===== src/design/dstp_pkg.sv =====
// Shared types, codes and helpers of the timestamp pairing unit.
package dstp_pkg;

	localparam int STAMP_W     = 64;
	localparam int CNT_W       = 32;
	localparam int REF_PORT_W  = 16;
	localparam int TAG_PORT_W  = 16;
	localparam int CFG_IDX_W   = 2;
	localparam int CFG_DATA_W  = 32;
	localparam int MAX_RESULTS = 18;
	localparam int RES_CNT_W   = 5;

	localparam logic [STAMP_W-1:0] STAMP_MIN = {1'b1, {(STAMP_W-1){1'b0}}};

	localparam logic [CFG_IDX_W-1:0] CFG_PAIRING_MODE   = 2'd0;
	localparam logic [CFG_IDX_W-1:0] CFG_TOLERANCE_NS   = 2'd1;
	localparam logic [CFG_IDX_W-1:0] CFG_UNMATCHED_MODE = 2'd2;

	typedef enum logic [1:0] {
		FUNC_LEFT  = 2'd0,
		FUNC_RIGHT = 2'd1,
		FUNC_FLUSH = 2'd2,
		FUNC_NOP   = 2'd3
	} func_t;

	typedef enum logic [1:0] {
		KIND_PAIR    = 2'd0,
		KIND_DROP_L  = 2'd1,
		KIND_DROP_R  = 2'd2,
		KIND_SUMMARY = 2'd3
	} kind_t;

	typedef enum logic [2:0] {
		ERR_NONE      = 3'd0,
		ERR_FRAME     = 3'd1,
		ERR_OVERFLOW  = 3'd2,
		ERR_UNMATCHED = 3'd3,
		ERR_FULL      = 3'd4,
		ERR_ORDER     = 3'd5
	} err_t;

	typedef enum logic [2:0] {
		ACT_NONE    = 3'd0,
		ACT_DROP_IN = 3'd1,
		ACT_PUSH    = 3'd2,
		ACT_DROP_LH = 3'd3,
		ACT_DROP_RH = 3'd4,
		ACT_PAIR_H  = 3'd5,
		ACT_PAIR_N  = 3'd6,
		ACT_SUMMARY = 3'd7
	} act_t;

	typedef struct packed {
		logic load_in;
		logic rd_heads;
		logic rd_next;
		logic mag1;
		logic mag2;
		logic release_last;
		act_t act;
		err_t err;
	} cmd_t;

	typedef struct packed {
		func_t func;
		logic  in_order;
		logic  full;
		logic  l_nz;
		logic  r_nz;
		logic  r_ge2;
		logic  nearest;
		logic  d1_zero;
		logic  neg1;
		logic  over1;
		logic  ovf1;
		logic  close2;
		logic  ovf2;
		logic  emit_ok;
		logic  out_free;
		logic  pend_valid;
	} stat_t;

	typedef struct packed {
		kind_t                 kind;
		logic [STAMP_W-1:0]    left_stamp;
		logic [STAMP_W-1:0]    right_stamp;
		logic [REF_PORT_W-1:0] left_ref;
		logic [REF_PORT_W-1:0] right_ref;
		logic [CNT_W-1:0]      pair_delta;
		logic [CNT_W-1:0]      matched_total;
		logic [CNT_W-1:0]      dropped_left_total;
		logic [CNT_W-1:0]      dropped_right_total;
		logic [CNT_W-1:0]      max_delta;
		err_t                  error_code;
	} res_t;

	function automatic logic [CNT_W-1:0] sat_inc(input logic [CNT_W-1:0] c);
		return (&c) ? c : c + CNT_W'(1);
	endfunction

endpackage


===== src/design/dstp_ctrl.sv =====
// Controller: sequences order check, pairing steps, flush drain and summary.
module dstp_ctrl (
	input  logic            clk,
	input  logic            arst_n,
	input  logic            in_valid,
	input  logic [1:0]      func,
	output logic            in_ready,
	input  dstp_pkg::stat_t stat,
	output dstp_pkg::cmd_t  cmd
);
	import dstp_pkg::*;

	typedef enum logic [12:0] {
		S_IDLE    = 13'b0000000000001,
		S_CHK     = 13'b0000000000010,
		S_P_RD    = 13'b0000000000100,
		S_P_CAP   = 13'b0000000001000,
		S_P_M1    = 13'b0000000010000,
		S_P_M2    = 13'b0000000100000,
		S_P_DEC   = 13'b0000001000000,
		S_P_DEC2  = 13'b0000010000000,
		S_DR_RD   = 13'b0000100000000,
		S_DR_CAP  = 13'b0001000000000,
		S_DR_DROP = 13'b0010000000000,
		S_SUM     = 13'b0100000000000,
		S_FIN     = 13'b1000000000000
	} state_t;

	state_t state_q, state_d;
	logic   flush;

	assign flush    = (stat.func == FUNC_FLUSH);
	assign in_ready = (state_q == S_IDLE);

	always_comb begin
		cmd     = '0;
		state_d = state_q;
		case (state_q)
			S_IDLE: begin
				if (in_valid) begin
					cmd.load_in = 1'b1;
					if (func == FUNC_FLUSH) begin
						state_d = S_P_RD;
					end else if (func != FUNC_NOP) begin
						state_d = S_CHK;
					end
				end
			end
			S_CHK: begin
				if (!stat.in_order) begin
					if (stat.emit_ok) begin
						cmd.act = ACT_DROP_IN;
						cmd.err = ERR_ORDER;
						state_d = S_P_RD;
					end
				end else if (stat.full) begin
					if (stat.emit_ok) begin
						cmd.act = ACT_DROP_IN;
						cmd.err = ERR_FULL;
						state_d = S_P_RD;
					end
				end else begin
					cmd.act = ACT_PUSH;
					state_d = S_P_RD;
				end
			end
			S_P_RD: begin
				if (stat.l_nz && stat.r_nz) begin
					cmd.rd_heads = 1'b1;
					state_d      = S_P_CAP;
				end else if (flush) begin
					state_d = S_DR_RD;
				end else begin
					state_d = S_FIN;
				end
			end
			S_P_CAP: begin
				cmd.rd_next = 1'b1;
				state_d     = S_P_M1;
			end
			S_P_M1: begin
				cmd.mag1 = 1'b1;
				state_d  = S_P_M2;
			end
			S_P_M2: begin
				cmd.mag2 = 1'b1;
				state_d  = S_P_DEC;
			end
			S_P_DEC: begin
				if (stat.nearest && !stat.over1 && !stat.r_ge2 && !flush) begin
					// wait for a second right sample before choosing
					state_d = S_FIN;
				end else if (stat.emit_ok) begin
					state_d = S_P_RD;
					if (!stat.nearest) begin
						if (stat.d1_zero) begin
							cmd.act = ACT_PAIR_H;
						end else if (stat.neg1) begin
							cmd.act = ACT_DROP_LH;
						end else begin
							cmd.act = ACT_DROP_RH;
						end
					end else if (stat.over1) begin
						cmd.act = stat.neg1 ? ACT_DROP_LH : ACT_DROP_RH;
						cmd.err = stat.ovf1 ? ERR_OVERFLOW : ERR_NONE;
					end else if (!stat.r_ge2) begin
						cmd.act = ACT_PAIR_H;
					end else if (stat.close2) begin
						cmd.act = ACT_DROP_RH;
						state_d = S_P_DEC2;
					end else begin
						cmd.act = ACT_PAIR_H;
						cmd.err = stat.ovf2 ? ERR_OVERFLOW : ERR_NONE;
					end
				end
			end
			S_P_DEC2: begin
				if (stat.emit_ok) begin
					cmd.act = ACT_PAIR_N;
					state_d = S_P_RD;
				end
			end
			S_DR_RD: begin
				if (stat.l_nz || stat.r_nz) begin
					cmd.rd_heads = 1'b1;
					state_d      = S_DR_CAP;
				end else begin
					state_d = S_SUM;
				end
			end
			S_DR_CAP: begin
				cmd.rd_next = 1'b1;
				state_d     = S_DR_DROP;
			end
			S_DR_DROP: begin
				if (stat.emit_ok) begin
					cmd.act = stat.l_nz ? ACT_DROP_LH : ACT_DROP_RH;
					state_d = S_DR_RD;
				end
			end
			S_SUM: begin
				if (stat.emit_ok) begin
					cmd.act = ACT_SUMMARY;
					state_d = S_FIN;
				end
			end
			S_FIN: begin
				if (!stat.pend_valid) begin
					state_d = S_IDLE;
				end else if (stat.out_free) begin
					cmd.release_last = 1'b1;
					state_d          = S_IDLE;
				end
			end
			default: begin
				state_d = S_IDLE;
			end
		endcase
	end

	always_ff @(posedge clk or negedge arst_n) begin
		if (!arst_n) begin
			state_q <= S_IDLE;
		end else begin
			state_q <= state_d;
		end
	end
endmodule


===== config.mk =====
export PLATFORM = sky130hd
export DESIGN_NAME = dstp_ctrl
export DESIGN_NICKNAME = d
export VERILOG_FILES = /design/src/design/dstp_pkg.sv /design/src/design/dstp_ctrl.sv
export SDC_FILE = /design/constraint.sdc
export NUM_CORES = 1
export LEC_CHECK = 0
export ABC_AREA = 1
export BUFFER_PORTS_ARGS = -buffer_cell sky130_fd_sc_hd__buf_2
export CORE_UTILIZATION = 55
export CTS_CLUSTER_DIAMETER = 50
export DETAILED_ROUTE_END_ITERATION = 8
export GPL_ROUTABILITY_DRIVEN = 0
export PLACE_DENSITY = 0.91
export SLEW_MARGIN = 10
export SYNTH_ARGS = -nofsm -noshare
export SYNTH_HDL_FRONTEND = slang
export SYNTH_SLANG_ARGS = --single-unit

===== constraint.sdc =====
create_clock -name clk -period 3.35 [get_ports clk]
set_clock_uncertainty 0.1 [all_clocks]
set_input_delay 0.67 -clock clk [delete_from_list [all_inputs] [get_ports clk]]
set_output_delay 0.67 -clock clk [all_outputs]
set_load 0.005 [all_outputs]

# After elaboration in Yosys (flattened, before gate mapping)
# Index checks and enable logic that the tools add are counted.
[totals] ff_bits=13 input_bits=22 out_inout_bits=13 word_cells=88
[op_classes] n_eq_ne=22 n_mux=55 n_reduce_logical=10
[op_table] operator="2-to-1 mux 13 bit" n=14
[op_table] operator="case mux 13 bit (13 select lines)" n=1
[op_table] operator="2-to-1 mux 8 bit" n=4
[op_table] operator="2-to-1 mux 3 bit" n=10
[op_table] operator="2-to-1 mux 6 bit" n=4
[op_table] operator="case mux 3 bit (5 select lines)" n=1
[op_table] operator="equality test 13 x 1 -> 1 bit (second input constant)" n=1
[op_table] operator="equality test 13 x 10 -> 1 bit (second input constant)" n=1
[op_table] operator="equality test 13 x 11 -> 1 bit (second input constant)" n=1
[op_table] operator="equality test 13 x 12 -> 1 bit (second input constant)" n=1
[op_table] operator="equality test 13 bit (second input constant)" n=1
[op_table] operator="equality test 13 x 2 -> 1 bit (second input constant)" n=1
[op_table] operator="equality test 13 x 3 -> 1 bit (second input constant)" n=1
[op_table] operator="equality test 13 x 4 -> 1 bit (second input constant)" n=1
[op_table] operator="equality test 13 x 5 -> 1 bit (second input constant)" n=1
[op_table] operator="equality test 13 x 6 -> 1 bit (second input constant)" n=1
[op_table] operator="equality test 13 x 7 -> 1 bit (second input constant)" n=1
[op_table] operator="equality test 13 x 8 -> 1 bit (second input constant)" n=1
[op_table] operator="equality test 13 x 9 -> 1 bit (second input constant)" n=1
[op_table] operator="2-to-1 mux 1 bit" n=12
[op_table] operator="2-to-1 mux 12 bit" n=1
[op_table] operator="2-to-1 mux 2 bit" n=4
[op_table] operator="2-to-1 mux 4 bit" n=2
[op_table] operator="!= test 2 bit (second input constant)" n=4
[op_table] operator="other kinds (10)" n=17

# Logic depth before layout (Yosys ltp)
[logic_depth] word_depth=8 mapped_depth=11 mapped_depth_nobuf=11

# Least setup slack after synthesis
# Ideal clock, no wire load.
[synth_path] path_type="input port to output port" from="in stat[2] (netlist name)" to="out cmd[3] (netlist name)" t_arrival_ns=1.354 required_time_ns=2.580 path_slack_ns=1.226 stages=4 n_path_buf=0 path_cell_list="clkinv_1 nor3_1 nor2_1 o21ai_1"
[synth_rtl] item="start: declaration" line_no="dstp_ctrl.sv:8" rtl="input dstp_pkg::stat_t stat,"
[synth_rtl] item="end: declaration" line_no="dstp_ctrl.sv:9" rtl="output dstp_pkg::cmd_t cmd"

==> results_dict.tcl <==
set metrics [dict create \
    status "completed" \
    ctsResizeCount 0 \
    worstSetupStartpoint "state_q[11]" \
    fin_crit_sh 0.776 \
    firstDrtPassIters 4 \
    synth_seq_cells 13 \
    drt_iter0_markers 29 \
    maxCapViolCount 0 \
    root_buffer "clkbuf_4" \
    period_needed_ns 2.60 \
    avgRoutedWirePerCell_um 10.4 \
    ctsHoldBuffers 0 \
    synth_largest_area_cell "dfrtp_1" \
    dieArea_um2 2370 \
    grt_max_degree 15 \
    rsz0062_at_grt "false" \
    via_per_inst 5.06 \
    regMostFlops "state_q" \
    cts_tree "done" \
    rows 16 \
    p_per_area_nw_per_um2 470 \
    numPortBuffers 34 \
    grt.total_usage 0.238 \
    fin_cells 253 \
    worst_slew_pin_slew_ns 0.295 \
    p_total_w 0.000666 \
    reg.largest.list "state_q (13)" \
    start_util 0.599 \
    ant_nets 0 \
    dp_slack_ns 0.908 \
    worstSetupPathType "reg -> out" \
    slew_viol_final 0 \
    hold_viol 0 \
    maxClockFrequency_ghz 0.385 \
    drt-total-wl_um 2620 \
    gr-total-overflow 0 \
    die_x_um 48.7 \
    synthDominantCellAreaShare 0.251 \
    synth_cells 189 \
    yosysSeqAreaShare 0.272 \
    syn_avg_cell_area_um2 6.34 \
    clock_sinks 13 \
    areaGrowthSynthToFinish_pct 18.3 \
    place_inst 249 \
    drc_errors 0 \
    drive_above_1_share 0.279 \
    grt_pass1_wl_um 4460 \
    synth_area_um2 1200 \
    hp-class "in -> async" \
    num-fill-cells 169 \
    largest_reg_flops 13 \
    worstSkewPairLatency_ns 0.27 \
    slew_headroom 0.802 \
    htree_levels 1 \
    num_vias 1279 \
    syn_nets 211 \
    post_cts_buffers 0 \
    nNetsFinal 249 \
    cp-end-kind "primary output" \
    yosys_warnings 0 \
    leakage_nw 0.832 \
    design_area_um2 1420 \
    clockBufferDepth 2 \
    ioPinCount 35 \
    critPathArrivalTime_ns 1.83 \
    grt_pass1_vias 1148 \
    setup_violations 0 \
    ir_drop_uv 323 \
    clk_pin_slew_ns 0.08 \
    crit_required_ns 2.58 \
    hpwl_um 2180 \
    synth_cell_type_count 25 \
    antenna_found_initial 0 \
    critPathLaunchType "register" \
    synth_area_leaders "dfrtp_1, nand2_1, nor2_1" \
    fin_ws_ns 0.751 \
    cts_made_buffers 3 \
    die_h_um 48.7 \
    critPathMaxFanout 14 \
    rr_startpoint "state_q[11]" \
    diodes 0 \
    placed_area_um2 1390 \
    setup_tns_ns 0 \
    core_um2 2000 \
]
==> cell usage after synthesis <==
| master | n |
|---|---|
| inv_1 | 30 |
| buf_6 | 1 |
| o211ai_1 | 1 |
| a211oi_1 | 1 |
| a21oi_4 | 1 |
| nor2_2 | 4 |
| nor3_1 | 4 |
| nor2_1 | 37 |
| nand4_1 | 3 |
| nand3_2 | 3 |
| nand2_4 | 3 |
| nand2_2 | 7 |
| nand2_1 | 40 |
| or2_1 | 1 |
| nor2_8 | 2 |
| inv_2 | 2 |
| o22ai_1 | 2 |
| dfrtp_1 | 12 |
| dfstp_2 | 1 |
| a22oi_1 | 1 |
| o21ai_1 | 6 |
| nand3_1 | 19 |
| nor2_4 | 3 |
| o21ai_0 | 4 |
| clkinv_1 | 1 |
==> critical path, cell delays in order (launching register included) <==
cell     delay, ns
dfrtp_1       0.43
nor2_4        0.16
nand2_4       0.08
nor2_8        0.20
nand2_1       0.16
nor3_1        0.23
nor2_1        0.08
o21ai_1       0.08
buf_2         0.13
==> metal layers <==
metal	global-route usage	vias to the layer above	share of wire
met2	0.426	52	0.48
met5	0	-	0
met1	0.293	554	0.45
li1	-	669	-
met4	0.0931	0	0.013
met3	0.0189	4	0.058
==> worst paths after layout <==
| kind | to | slack [ns] | cells after the start |
|---|---|---|---|
| worst max-delay path | cmd[3] | 0.75 | 8 |
| worst min-delay path | state_q[11] | 0.17 | 1 |
| worst max register to register | state_q[2] | 1.64 | 10 |
| worst min register to register | state_q[6] | 0.49 | 2 |
| max in group asynchronous | state_q[0] | 2.70 | 1 |
| min in group clk | state_q[6] | 0.49 | 2 |
==> layout make-up <==
type | instances | area [um^2] | area share
multi-input cells | 142 | 737 | 0.520
flip-flops and latches | 13 | 327 | 0.230
repair buffers | 34 | 170 | 0.120
inverters | 33 | 124 | 0.0874
well taps | 27 | 33.8 | 0.0238
clock buffers | 4 | 26.3 | 0.0185
==> cells by family after synthesis <==
| family | share of synthesized area |
|---|---|
| AO/OA/AOI/OAI | 0.0846 |
| buffers and inverters | 0.113 |
| flip-flops | 0.272 |
| AND/OR/NAND/NOR | 0.530 |
==> through the flow <==
step                      hold WS [ns]  utilization
final                            0.168        0.708
after global routing             0.189        0.708
after CTS                        0.176        0.708
after detailed placement         0.474        0.695
after global placement           0.472        0.695
after floorplan                  0.274            -
==> placed cells by master (no fill, tap or decap) <==
master / instances
o21ai_1: 6
nand2_2: 7
clkbuf_4: 3
a211oi_1: 1
nor3_1: 4
clkbuf_1: 1
nor2_1: 37
clkinv_1: 1
nor2_2: 4
inv_2: 2
o211ai_1: 1
o21ai_0: 4
a21oi_4: 1
buf_2: 34
nand2_4: 3
nand4_1: 3
o22ai_1: 2
dfrtp_1: 12
nand3_1: 19
nor2_8: 2
nand3_2: 3
inv_1: 30
a22oi_1: 1
dfstp_2: 1
nand2_1: 40
or2_1: 1
nor2_4: 3
==> report_power, final <==
| part | leakage, nW | switching (W) | total (W) | internal, W |
|---|---|---|---|---|
| Combinational | 0.639 | 0.000238 | 0.000369 | 0.000131 |
| Sequential | 0.177 | 0.0000210 | 0.000201 | 0.000179 |
| Clock | 0.0150 | 0.0000501 | 0.0000962 | 0.0000461 |
| Total | 0.832 | 0.000309 | 0.000666 | 0.000357 |
(Power assumes the default switching activity.)
